$ cat src/hw/rtl/dref_pkg.sv
`timescale 1ns / 1ps
package dref_pkg;

    localparam int DIGITS    = 6;
    localparam int BCD_W     = 4 * DIGITS;
    localparam int VALUE_W   = 32;
    localparam int IDX_W     = 5;
    localparam int STEP_W    = 4;

    localparam logic [IDX_W-1:0] SUM_FIRST_IDX = 5'd3;
    localparam logic [IDX_W-1:0] AXIS_IDX      = 5'd22;
    localparam logic [IDX_W-1:0] DIGIT_IDX     = 5'd24;
    localparam logic [IDX_W-1:0] LAST_IDX      = 5'd30;
    localparam logic [STEP_W-1:0] LAST_STEP    = 4'd15;

    localparam logic [7:0] START_BYTE   = 8'h7E;
    localparam logic [7:0] LEN_LO_BYTE  = 8'h1B;
    localparam logic [7:0] TX_REQ_TYPE  = 8'h10;
    localparam logic [7:0] FRAME_ID     = 8'h01;
    localparam logic [7:0] LETTER_X     = 8'h78;
    localparam logic [7:0] LETTER_Y     = 8'h79;
    localparam logic [7:0] ASCII_ZERO   = 8'h30;
    localparam logic [7:0] ALL_ONES     = 8'hFF;

    typedef struct packed {
        logic             axis;
        logic [BCD_W-1:0] bcd;
    } dref_entry_t;

    typedef struct packed {
        logic        valid;
        dref_entry_t entry;
    } dref_push_t;

    function automatic logic [7:0] hdr_byte(input logic [IDX_W-1:0] idx);
        logic [7:0] b;
        case (idx)
            5'd0:    b = START_BYTE;
            5'd1:    b = 8'h00;
            5'd2:    b = LEN_LO_BYTE;
            5'd3:    b = TX_REQ_TYPE;
            5'd4:    b = FRAME_ID;
            5'd5:    b = 8'h00;
            5'd6:    b = 8'h13;
            5'd7:    b = 8'hA2;
            5'd8:    b = 8'h00;
            5'd9:    b = 8'h40;
            5'd10:   b = 8'hB0;
            5'd11:   b = 8'h98;
            5'd12:   b = 8'h96;
            5'd13:   b = ALL_ONES;
            5'd14:   b = 8'hFE;
            5'd15:   b = 8'h00;
            5'd16:   b = 8'h00;
            5'd17:   b = 8'h76;
            5'd18:   b = 8'h61;
            5'd19:   b = 8'h6C;
            5'd20:   b = 8'h6F;
            5'd21:   b = 8'h72;
            5'd23:   b = 8'h20;
            default: b = 8'h00;
        endcase
        return b;
    endfunction

endpackage

$ cat src/hw/rtl/dref_front.sv
`timescale 1ns / 1ps
module dref_front (
    input  logic                        clk,
    input  logic                        rst_n,
    input  logic                        in_valid,
    output logic                        in_ready,
    input  logic                        in_axis,
    input  logic [31:0]                 in_value,
    input  logic                        q_full,
    output dref_pkg::dref_push_t        push
);
    import dref_pkg::*;

    logic               busy_reg, busy_next;
    logic               done_reg, done_next;
    logic [STEP_W-1:0]  step_reg, step_next;
    logic [VALUE_W-1:0] shift_reg, shift_next;
    logic [BCD_W-1:0]   bcd_reg, bcd_next;
    logic               axis_reg, axis_next;

    function automatic logic [BCD_W-1:0] dabble(input logic [BCD_W-1:0] bcd,
                                                 input logic bit_in);
        logic [BCD_W-1:0] adj;
        adj = bcd;
        for (int k = 0; k < DIGITS; k++) begin
            if (bcd[4*k +: 4] >= 4'd5)
            begin
                adj[4*k +: 4] = bcd[4*k +: 4] + 4'd3;
            end
        end
        return {adj[BCD_W-2:0], bit_in};
    endfunction

    assign in_ready = !busy_reg;

    always_comb
    begin
        busy_next  = busy_reg;
        done_next  = done_reg;
        step_next  = step_reg;
        shift_next = shift_reg;
        bcd_next   = bcd_reg;
        axis_next  = axis_reg;
        if (!busy_reg)
        begin
            if (in_valid)
            begin
                busy_next  = 1'b1;
                done_next  = 1'b0;
                step_next  = '0;
                shift_next = in_value;
                bcd_next   = '0;
                axis_next  = in_axis;
            end
        end
        else if (!done_reg)
        begin
            // two bits per cycle, top digits beyond six are dropped
            bcd_next   = dabble(dabble(bcd_reg, shift_reg[VALUE_W-1]), shift_reg[VALUE_W-2]);
            shift_next = {shift_reg[VALUE_W-3:0], 2'b00};
            step_next  = step_reg + 4'd1;
            done_next  = (step_reg == LAST_STEP);
        end
        else if (!q_full)
        begin
            busy_next = 1'b0;
            done_next = 1'b0;
        end
    end

    assign push.valid      = busy_reg && done_reg && !q_full;
    assign push.entry.axis = axis_reg;
    assign push.entry.bcd  = bcd_reg;

    always_ff @(posedge clk or negedge rst_n)
    begin
        if (!rst_n)
        begin
            busy_reg <= 1'b0;
            done_reg <= 1'b0;
            step_reg <= '0;
        end
        else
        begin
            busy_reg <= busy_next;
            done_reg <= done_next;
            step_reg <= step_next;
        end
    end

    always_ff @(posedge clk)
    begin
        shift_reg <= shift_next;
        bcd_reg   <= bcd_next;
        axis_reg  <= axis_next;
    end

endmodule

$ cat src/hw/rtl/dref_fifo.sv
`timescale 1ns / 1ps
module dref_fifo (
    input  logic                  clk,
    input  logic                  rst_n,
    input  dref_pkg::dref_push_t  push,
    output logic                  full,
    output logic                  head_valid,
    output dref_pkg::dref_entry_t head,
    input  logic                  pop
);
    import dref_pkg::*;

    dref_entry_t mem_reg [0:1];
    logic        wr_ptr_reg, wr_ptr_next;
    logic        rd_ptr_reg, rd_ptr_next;
    logic [1:0]  count_reg, count_next;
    logic        do_pop;

    assign full       = (count_reg == 2'd2);
    assign head_valid = (count_reg != 2'd0);
    assign head       = mem_reg[rd_ptr_reg];
    assign do_pop     = pop && head_valid;

    always_comb
    begin
        wr_ptr_next = push.valid ? ~wr_ptr_reg : wr_ptr_reg;
        rd_ptr_next = do_pop ? ~rd_ptr_reg : rd_ptr_reg;
        count_next  = count_reg + {1'b0, push.valid} - {1'b0, do_pop};
    end

    always_ff @(posedge clk or negedge rst_n)
    begin
        if (!rst_n)
        begin
            wr_ptr_reg <= 1'b0;
            rd_ptr_reg <= 1'b0;
            count_reg  <= '0;
        end
        else
        begin
            wr_ptr_reg <= wr_ptr_next;
            rd_ptr_reg <= rd_ptr_next;
            count_reg  <= count_next;
        end
    end

    always_ff @(posedge clk)
    begin
        if (push.valid)
        begin
            mem_reg[wr_ptr_reg] <= push.entry;
        end
    end

endmodule

$ cat src/hw/rtl/dref_back.sv
`timescale 1ns / 1ps
module dref_back (
    input  logic                  clk,
    input  logic                  rst_n,
    input  logic                  head_valid,
    input  dref_pkg::dref_entry_t head,
    output logic                  pop,
    output logic                  out_valid,
    input  logic                  out_ready,
    output logic [7:0]            out_byte,
    output logic                  out_last
);
    import dref_pkg::*;

    logic [IDX_W-1:0] idx_reg, idx_next;
    logic [7:0]       sum_reg, sum_next;
    logic             valid_reg, valid_next;
    logic [7:0]       byte_reg;
    logic             last_reg;
    logic             advance;
    logic [7:0]       cur_byte;
    logic [3:0]       nibble;

    assign advance = head_valid && (!valid_reg || out_ready);
    assign pop     = advance && (idx_reg == LAST_IDX);

    always_comb
    begin
        case (idx_reg)
            5'd24:   nibble = head.bcd[23:20];
            5'd25:   nibble = head.bcd[19:16];
            5'd26:   nibble = head.bcd[15:12];
            5'd27:   nibble = head.bcd[11:8];
            5'd28:   nibble = head.bcd[7:4];
            default: nibble = head.bcd[3:0];
        endcase
        if (idx_reg == LAST_IDX)
        begin
            cur_byte = ALL_ONES - sum_reg;
        end
        else if (idx_reg >= DIGIT_IDX)
        begin
            cur_byte = ASCII_ZERO | {4'h0, nibble};
        end
        else if (idx_reg == AXIS_IDX)
        begin
            cur_byte = head.axis ? LETTER_Y : LETTER_X;
        end
        else
        begin
            cur_byte = hdr_byte(idx_reg);
        end
    end

    always_comb
    begin
        idx_next   = idx_reg;
        sum_next   = sum_reg;
        valid_next = valid_reg;
        if (advance)
        begin
            valid_next = 1'b1;
            idx_next   = (idx_reg == LAST_IDX) ? '0 : idx_reg + 5'd1;
            if (idx_reg < SUM_FIRST_IDX)
            begin
                sum_next = '0;
            end
            else if (idx_reg != LAST_IDX)
            begin
                sum_next = sum_reg + cur_byte;
            end
        end
        else if (out_ready)
        begin
            valid_next = 1'b0;
        end
    end

    always_ff @(posedge clk or negedge rst_n)
    begin
        if (!rst_n)
        begin
            idx_reg   <= '0;
            valid_reg <= 1'b0;
        end
        else
        begin
            idx_reg   <= idx_next;
            valid_reg <= valid_next;
        end
    end

    always_ff @(posedge clk)
    begin
        sum_reg <= sum_next;
        if (advance)
        begin
            byte_reg <= cur_byte;
            last_reg <= (idx_reg == LAST_IDX);
        end
    end

    assign out_valid = valid_reg;
    assign out_byte  = byte_reg;
    assign out_last  = last_reg;

endmodule

$ cat src/hw/rtl/distance_report_frame_encoder_core.sv
`timescale 1ns / 1ps
// A beat passes 16 two-bit BCD conversion steps, the queue push and the
// output register before its first frame byte appears.
// The byte serializer sends each 31-byte frame and stalls on m_axis_tready.
// The converter runs ahead on the next item through a two-entry queue.
// Reset (rst_n low, asynchronous) empties the queue and output register.
module distance_report_frame_encoder_core (
    input  logic        clk,
    input  logic        rst_n,
    input  logic        s_axis_tvalid,
    output logic        s_axis_tready,
    input  logic [31:0] s_axis_tdata,  // [31:0] value
    input  logic [0:0]  s_axis_tuser,  // [0] axis
    output logic        m_axis_tvalid,
    input  logic        m_axis_tready,
    output logic [7:0]  m_axis_tdata,  // [7:0] frame_byte
    output logic        m_axis_tlast
);
    import dref_pkg::*;

    dref_push_t  push;
    dref_entry_t head;
    logic        q_full;
    logic        head_valid;
    logic        pop;

    dref_front u_front (
        .clk      (clk),
        .rst_n    (rst_n),
        .in_valid (s_axis_tvalid),
        .in_ready (s_axis_tready),
        .in_axis  (s_axis_tuser[0]),
        .in_value (s_axis_tdata),
        .q_full   (q_full),
        .push     (push)
    );

    dref_fifo u_fifo (
        .clk        (clk),
        .rst_n      (rst_n),
        .push       (push),
        .full       (q_full),
        .head_valid (head_valid),
        .head       (head),
        .pop        (pop)
    );

    dref_back u_back (
        .clk        (clk),
        .rst_n      (rst_n),
        .head_valid (head_valid),
        .head       (head),
        .pop        (pop),
        .out_valid  (m_axis_tvalid),
        .out_ready  (m_axis_tready),
        .out_byte   (m_axis_tdata),
        .out_last   (m_axis_tlast)
    );

endmodule

$ cat config.mk
export PLATFORM = sky130hd
export DESIGN_NAME = distance_report_frame_encoder_core
export DESIGN_NICKNAME = d
export VERILOG_FILES = /design/src/hw/rtl/dref_pkg.sv /design/src/hw/rtl/dref_front.sv /design/src/hw/rtl/dref_fifo.sv /design/src/hw/rtl/dref_back.sv /design/src/hw/rtl/distance_report_frame_encoder_core.sv
export SDC_FILE = /design/constraint.sdc
export NUM_CORES = 1
export LEC_CHECK = 0
export ABC_AREA = 1
export BUFFER_PORTS_ARGS = -buffer_cell sky130_fd_sc_hd__buf_2
export CORE_MARGIN = 8
export CORE_UTILIZATION = 45
export DETAILED_ROUTE_END_ITERATION = 16
export HOLD_SLACK_MARGIN = 0.1
export SLEW_MARGIN = 20
export SYNTH_ARGS = -nofsm -noshare
export SYNTH_HDL_FRONTEND = slang
export SYNTH_SLANG_ARGS = --single-unit
$ cat constraint.sdc
create_clock -name clk -period 3.66 [get_ports clk]
set_input_delay 0 -clock clk [delete_from_list [all_inputs] [get_ports clk]]
set_output_delay 0 -clock clk [all_outputs]
set_load 0.02 [all_outputs]
# After elaboration in Yosys (flattened, before gate mapping)
# Memories as Yosys holds them, arrays and structs flattened.
# Index checks and enable logic that the tools add are counted.
# classes
addsub	18
n_mul	0
div_mod_pow	0
magnitude_cmp	14
eq_ne	11
shift	0
muxes	51
bitwise_logic	3
n_reduce_logical	16
# ops
op	count
$mux 32	3
$mux 4	23
$mux 24	3
$ge 4x3->1 const B	12
$add 4x2->4 const B	10
$eq 5x5->1 const B	7
$mux 8	4
$pmux 4 s5	1
$mux 1	12
$mux 3	4
$add 8x8->8	1
$reduce_bool 2->1	4
$sub 8x8->8 const A	1
$add 3x2->3 const B	2
$reduce_and 2->1	3
$add 5x1->5 const B	1
$ge 5x5->1 const B	1
$logic_and 1x1->1	5
$lt 5x2->1 const B	1
$mux 5	1
$ne 5x5->1 const B	1
$add 4x1->4 const B	1
$eq 4x4->1 const B	1
$logic_not 1->1	3
6 further kinds	8
# totals
regBits	90
latch_bits	0
mem_bits_rw	50
romBits	256
input_bits	37
output_inout_bits	11
word_cells	129
memories	2
# mem_list
name	depth	width	rd	rd_clocked_by_memory_dff	write_ports	line_no	text
(name not given)	32	8	1	0	0	dref_pkg.sv:37	case (idx)
u_fifo.mem_reg	2	25	1	0	1	dref_fifo.sv:13	dref_entry_t mem_reg [0:1];

# Depth between registers and ports, before layout
# Gate-level depths: netlist of the first run.
# logic_depth
ltp_word	8
ltp_mapped	18
mapped_depth_nobuf	17

# Cells and area by module
# Synthesis of the first run repeated with hierarchy kept, for this count alone.
# hier_totals
hier_cells	857
area_unflattened_um2	7728.7
# by_module_without_submodules
mod	n_inst	cells_each	area_per_inst_um2	seq_area_each_um2
dref_front	1	445	3782.4	1861.8
dref_fifo	1	160	2082.0	1601.5
dref_back	1	252	1864.3	660.6

# Worst setup path after synthesis of the first run
# Ideal clock, no wire load.
# synth_path
kind	register to register
start	register u_back.idx_reg[0]
end	register u_back.sum_reg[2] (data pin)
setup_time_ns	0.251
arrival_time_ns	2.544
required_ns	3.409
slack_ns	0.866
stages_incl_launch_ff	15
path_buffers	0
synth_period_minus_slack_ns	2.794
path_cell_list	dfrtp_1 inv_1 ha_1 nand2_2 nand2_1 inv_1 nor2_1 o21ai_0 a21oi_1 a21oi_2 ha_1 fa_1 or2_2 nand3_1 inv_1
# synth_between
elab_chain_len	6
elab_cells_between_ends	16
cone_classes	add/sub: 1; order compare: 2; eq/ne: 7; mux: 5; memory: 1
# synth_lines
element	line_no	text
start, declared	dref_back.sv:15	logic [IDX_W-1:0] idx_reg, idx_next;
start signal, assigned	dref_back.sv:88	idx_reg <= idx_next;
$mem_v2 32x8 (tied with other cells)	n/a	
$mux 8 or $pmux 4 s5 (tied branches)	dref_back.sv:45, dref_back.sv:29	
$mux 8	dref_back.sv:41	else if (idx_reg >= DIGIT_IDX)
$mux 8 (*)	dref_back.sv:37	if (idx_reg == LAST_IDX)
named net u_back.cur_byte[0]	dref_back.sv:21	logic [7:0] cur_byte;
$add 8x8->8 (*)	dref_back.sv:70	sum_next = sum_reg + cur_byte;
$mux 8 (*)	dref_back.sv:68	else if (idx_reg != LAST_IDX)
end signal, assigned	dref_back.sv:95	sum_reg <= sum_next;
end, declared	dref_back.sv:16	logic [7:0] sum_reg, sum_next;
# The timed path passes the listed nets; every way through them passes the cells marked *. The select of a mux whose other input is x is not followed.
# A chain may end at the register's enable or synchronous reset.

# Worst setup path in the final report of the first run
# layout_path
start	register u_back.idx_reg[0]
end	register u_back.sum_reg[6] (data pin)
# The elaborated chain is that of the path after synthesis.

==> flow_summary.ini, run 1 <==
[run_status]
status = finished, final reports clean

[detailed_routing]
final_antenna_net_count = 0
via_per_inst = 4.83
drc = 0
wl_per_cell_um = 13.4
drt_wl_total_mm = 15.8
routed-via-count = 5683
dr.pass1.iters = 5
drt_iter0_drc = 361

[clocking]
cts-buffers-inserted = 17
root_buffer = clkbuf_16
clock_path_buffers = 2
clk-insertion-delay-late_ns = 0.42
postCtsResizedCells = 0
tritoncts = done
cts_sinks = 140
cts_htree_levels = 4
cts.clk_slew.worst_paths_ns = 0.06
cts_setup_buffers = 0
postCtsHoldBufs = 37

[grt]
grt_pass1_wl_mm = 26.5
grt_usage = 0.152
grt_pass1_vias = 5549
gr-total-overflow = 0
grt_max_degree = 46
antenna_found_initial = 1

[critical_path]
crit_type = reg -> reg
critPathLaunchType = register
cp-end-kind = register
cp_slowest_cell = fa_1
slowest_delay_ns = 0.45
cp.required_ns = 3.83
critPathMaxFanout = 8
cp.arrival_ns = 3.31
reg2regPathDepth = 15
crit_chain = inv_1 -> ha_1 -> nand2_2 -> nand2_1 -> inv_1 -> nor2_1 -> o21ai_0 -> a21oi_1 -> a21oi_2 -> ha_1 -> fa_1 -> nand4_1 -> o211ai_1 -> o21ai_0 -> a21oi_1

[synthesis]
syn_area_um2 = 7760
ys.flop_type = edfxtp_1
yosys_warnings = 0
syn-num-nets = 925
synth-edff-count = 124
ys_ff_latch = 140
ys_seq_area_frac = 0.532
syn_inst = 845
synth_cell_types = 48
ys_async_sr_fraction = 0.114
syn_avg_cell_area_um2 = 9.18

[placed_design]
dp_hpwl_mm = 10.8
placedCellCount = 1107
port_buffers = 47
gp_congestion = 0.881
dpl_cell_area_um2 = 8230
pre_cts_slack_ns = 0.570

[job]
maxCapViolations = 0

[timing]
finalSetupTns_ns = 0
slew_headroom = 0.508
holdWs_ns = 0.333
rsz0062_at_grt = false
finalHoldViolations = 0
period_share = 0.858
drv_slew = 0
min_period_ns = 3.14
worst_slack_ns = 0.519
worstMarginPinSlew_ns = 0.736
fmax_mhz = 318
setup_violations = 0
fin_skew_ns = 0.00568

[pwr]
intPower_mw = 5.42
power_mw = 9.60
p_clk_frac = 0.175
power_leakage_nw = 4.23
sw_frac_of_total = 0.435
pwr-share-seq = 0.338
combPwrFrac = 0.486
power_density_nw_per_um2 = 1050
peakVddDrop_mv = 0.470
p_switching_mw = 4.18

[finish]
fin_cells = 1177
multi_input_area_um2 = 3150
design_area_um2 = 9190
largest_register_ffs = 50
fillerInstances = 1531
fin_nets = 1018
register_area_um2 = 4130
layout-drive-gt1-share = 0.149
syn2layout_area_growth_pct = 18.4
final_core_util = 0.539

[floorplanning]
rows = 48
start_util = 0.455
dieArea_um2 = 21700
ios = 48
chipWidth_um = 147
chipHeight_um = 147
coreArea_um2 = 17100

[hold_path]
hp-class = in -> reg
whs_path_depth = 2
cells by family (layout without fill, tap and decap cells):
group | after synthesis | after routing | synth area share
xor+xnor | 12 | 12 | 0.0174
buf+inv | 116 | 222 | 0.0626
compound gates | 111 | 111 | 0.0824
mux | 2 | 2 | 0.00258
other cells | 0 | 1 | 0
flops | 140 | 140 | 0.532
simple gates | 421 | 421 | 0.233
fa+ha+maj | 43 | 43 | 0.0703
area by class of cell:
cell class	count	share of cell area
Inverter	97	0.0402
Timing Repair Buffer	93	0.0733
Sequential cell	140	0.449
Multi-Input combinational cell	589	0.343
Clock inverter	15	0.0169
Antenna cell	1	0.000272
Clock buffer	17	0.0463
Tap cell	225	0.0306
power by group through the flow:
stage | Sequential (mW) | Clock [mW] | Combinational (mW)
2_1_floorplan | 3.17 | 0 | 3.72
3_3_place_gp | 3.27 | 0 | 4.60
3_5_place_dp | 3.27 | 0 | 4.64
4_1_cts | 3.25 | 1.72 | 4.71
5_1_grt | 3.34 | 1.78 | 5.46
6_report | 3.25 | 1.68 | 4.67
critical path: cells and delay by family, from the launching register on:
family | cells | cell delay, ns
flops | 1 | 0.42
simple gates | 4 | 0.49
buf+inv | 2 | 0.29
compound gates | 6 | 0.73
fa+ha+maj | 3 | 0.97
cells in the final DEF (no fill, tap or decap), drive strengths merged, types with 2 or more instances in the layout:
cell type / instances
nand3b: 4
clkinvlp: 4
edfxtp: 124
nor2: 70
xor2: 10
dlygate4sd3: 37
clkinv: 3
clkbuf: 17
inv: 104
nand3: 31
a21oi: 42
and2: 2
nand4: 6
o21ai: 54
mux2i: 2
xnor2: 2
o211ai: 7
buf: 56
nor3: 4
a31oi: 2
nand2: 299
ha: 42
or2: 4
dfrtp: 16
worst paths after layout:
kind | start | end | slack (ns)
setup / recovery | u_back.idx_reg[0] | u_back.sum_reg[6] | 0.52
hold / removal | s_axis_tuser | u_front.axis_reg | 0.33
setup reg to reg | u_back.idx_reg[0] | u_back.sum_reg[6] | 0.52
hold reg to reg | u_front.axis_reg | u_fifo.mem_reg[0][24] | 0.45
max in group asynchronous | rst_n | u_front.busy_reg | 2.46
min in group asynchronous | rst_n | u_back.idx_reg[4] | 0.69
cell usage after synthesis, drive strengths merged, types with 2 or more instances:
cell	n	area share
inv	96	0.047
a21oi	42	0.028
o211ai	7	0.0092
nand3	31	0.024
xnor2	2	0.0023
o21ai	54	0.037
nand3b	4	0.0039
mux2i	2	0.0026
buf	13	0.012
a31oi	2	0.0016
and2	2	0.0018
dfrtp	16	0.052
or2	4	0.0032
ha	42	0.068
edfxtp	124	0.48
nand4	6	0.0048
nor2	70	0.040
nor3	4	0.0026
clkbuf	6	0.0029
xor2	10	0.015
nand2	299	0.15
layer usage:
metal | share of wire | vias up | track usage | wire length [um]
met2 | 0.49 | 113 | 0.255 | 7690
li1 | - | 2971 | - | -
met4 | 0.018 | 0 | 0.0632 | 286
met1 | 0.46 | 2576 | 0.183 | 7170
met5 | 0 | - | 0 | 0
met3 | 0.039 | 23 | 0.0372 | 614
(Power assumes the default switching activity.)
==> inputs of run 2 (changes only) <==
--- a/config.mk
+++ b/config.mk
@@ -8,9 +8,11 @@
 export ABC_AREA = 1
 export BUFFER_PORTS_ARGS = -buffer_cell sky130_fd_sc_hd__buf_2
 export CORE_MARGIN = 8
-export CORE_UTILIZATION = 45
+export CORE_UTILIZATION = 54
 export DETAILED_ROUTE_END_ITERATION = 16
 export HOLD_SLACK_MARGIN = 0.1
+export MAX_ROUTING_LAYER = met4
+export PLACE_DENSITY = 0.72
 export SLEW_MARGIN = 20
 export SYNTH_ARGS = -nofsm -noshare
 export SYNTH_HDL_FRONTEND = slang
==> run 2 against run 1 <==
Register-to-register slack improved by 0.02 ns. Cell area decreased by 0.98%. Sequential power about the same. First-iteration DRC count increased by 9.4%. Routed wire length increased by 1.5%. Count of clock-buffer cells in the layout increased by 3. Largest cell class unchanged.
==> flow_summary.ini, run 2 (synthesis gave the netlist of run 1 again) <==
[grt]
grt_usage = 0.187
antenna_found_initial = 0
grtUsageMet2 = 0.306
met1_usage = 0.222
grt_pass1_vias = 5665
grt_pass1_wl_mm = 26.5
gr-total-overflow = 0
grtUsageMet3 = 0.0440
grt_max_degree = 55
busiest_layer = met2

[hold_path]
hp-class = in -> reg
whs_path_depth = 2
min_to = u_front.axis_reg
hold_start = s_axis_tuser

[critical_path]
r2r_end = u_back.sum_reg[6]
reg2regPathDepth = 15
cp.arrival_ns = 3.29
r2r_setup_slack_ns = 0.54
crit_type = reg -> reg
critPathMaxFanout = 8
worstReg2RegStart = u_back.idx_reg[0]
cp-end-kind = register
critPathLaunchType = register
cp.required_ns = 3.83

[pwr]
power_leakage_nw = 4.21
peakVddDrop_mv = 0.567
power_density_nw_per_um2 = 1060

[clocking]
root_buffer = clkbuf_16
tritoncts = done
clk-insertion-delay-late_ns = 0.43
cts.clk_slew.worst_paths_ns = 0.06
cts_sinks = 140
cts_htree_levels = 4
clock_path_buffers = 2
cts-buffers-inserted = 17
cts_setup_buffers = 0

[timing]
finalHoldViolations = 0
setup_violations = 0
worstMarginPinSlew_ns = 1.03
worst_slack_ns = 0.539
drv_slew = 0
period_share = 0.853
fmax_mhz = 320
finalSetupTns_ns = 0
slew_headroom = 0.309
fin_skew_ns = 0.0118
rsz0062_at_grt = false
holdWs_ns = 0.298
min_period_ns = 3.12

[detailed_routing]
wl_per_cell_um = 14.1
dr.pass1.iters = 6
drt_iter0_drc = 395
via_per_inst = 5.16
routed-via-count = 5837
drc = 0
drt_wl_total_mm = 16.0
final_antenna_net_count = 0

[placed_design]
gp_congestion = 0.919
pre_cts_slack_ns = 0.581
port_buffers = 47
dp_hpwl_mm = 10.4

[floorplanning]
start_util = 0.544
ios = 48
chipWidth_um = 136
rows = 44
dieArea_um2 = 18500
chipHeight_um = 136
coreArea_um2 = 14300

[finish]
fin_nets = 1016
layout_commonest_cell = nand2_1
final_cell_mix = nand2_1 (288), edfxtp_1 (124), inv_1 (87)
num_antenna_cells = 0
layout-drive-gt1-share = 0.141
largest_register_ffs = 50
syn2layout_area_growth_pct = 17.2

[job]
maxCapViolations = 0

[run_status]
status = finished, final reports clean
run 2: cell count changes in the layout (fill, tap and decap cells not counted), sizes merged:
cell | before | now
inv | 104 | 96
clkinv | 3 | 8
clkbuf | 17 | 20
buf | 56 | 54
clkinvlp | 4 | 2
bufinv | 1 | 2
diode | 1 | 0
run 2: per-stage QoR:
stage                     utilization  power (mW)  area [um2]  std cells
after floorplan                     -        6.89        7760        845
after global placement          0.573        7.78        8170       1064
after detailed placement        0.573        7.92        8170       1064
after CTS                       0.638        9.64        9090       1132
after global routing            0.638        10.5        9090       1132
final                           0.638        9.62        9090       1132
run 2: how the worst max path moves through the flow:
stage                      start                end  cells after the start  slack, ns
5_1_grt        u_back.idx_reg[0]  u_back.sum_reg[6]                     15       0.24
4_1_cts        u_back.idx_reg[0]  u_back.sum_reg[6]                     15       0.56
3_3_place_gp   u_back.idx_reg[0]  u_back.sum_reg[2]                     14       0.68
2_1_floorplan  u_back.idx_reg[0]  u_back.sum_reg[2]                     14       0.87
6_report       u_back.idx_reg[0]  u_back.sum_reg[6]                     15       0.54
3_5_place_dp   u_back.idx_reg[0]  u_back.sum_reg[6]                     15       0.58
run 2: critical path, stage by stage, from the launching register on:
cell and delay [ns]:
dfrtp_1 0.42, inv_1 0.23, ha_1 0.31, nand2_2 0.13
nand2_1 0.13, inv_1 0.06, nor2_1 0.12, o21ai_0 0.10
a21oi_1 0.19, a21oi_2 0.08, ha_1 0.21, fa_1 0.42
nand4_1 0.13, o211ai_1 0.11, o21ai_0 0.18, a21oi_1 0.07
run 2: metal layers:
layer | share of wire | vias to the layer above
li1 | - | 2966
met1 | 0.44 | 2689
met2 | 0.50 | 154
met3 | 0.048 | 28
met4 | 0.020 | 0
met5 | 0 | -
run 2: cell type report:
class | count | area (um2)
clock inverters | 11 | 123
fillers | 1128 | 5160
well taps | 184 | 230
flip-flops and latches | 140 | 4130
inverters | 97 | 369
multi-input cells | 589 | 3150
repair buffers | 91 | 658
clock buffers | 20 | 437
run 2: what timing repair did:
action,CTS,global route
resized for setup,0,0
hold buffers,37,0
hold endpoints to repair,56,0
run 2: power by group:
part           internal (mW)  total [mW]  leakage, nW  switching (mW)
Clock                  0.995        1.63        0.265           0.638
Sequential              2.80        3.24         1.42           0.438
Combinational           1.66        4.75         2.53            3.09
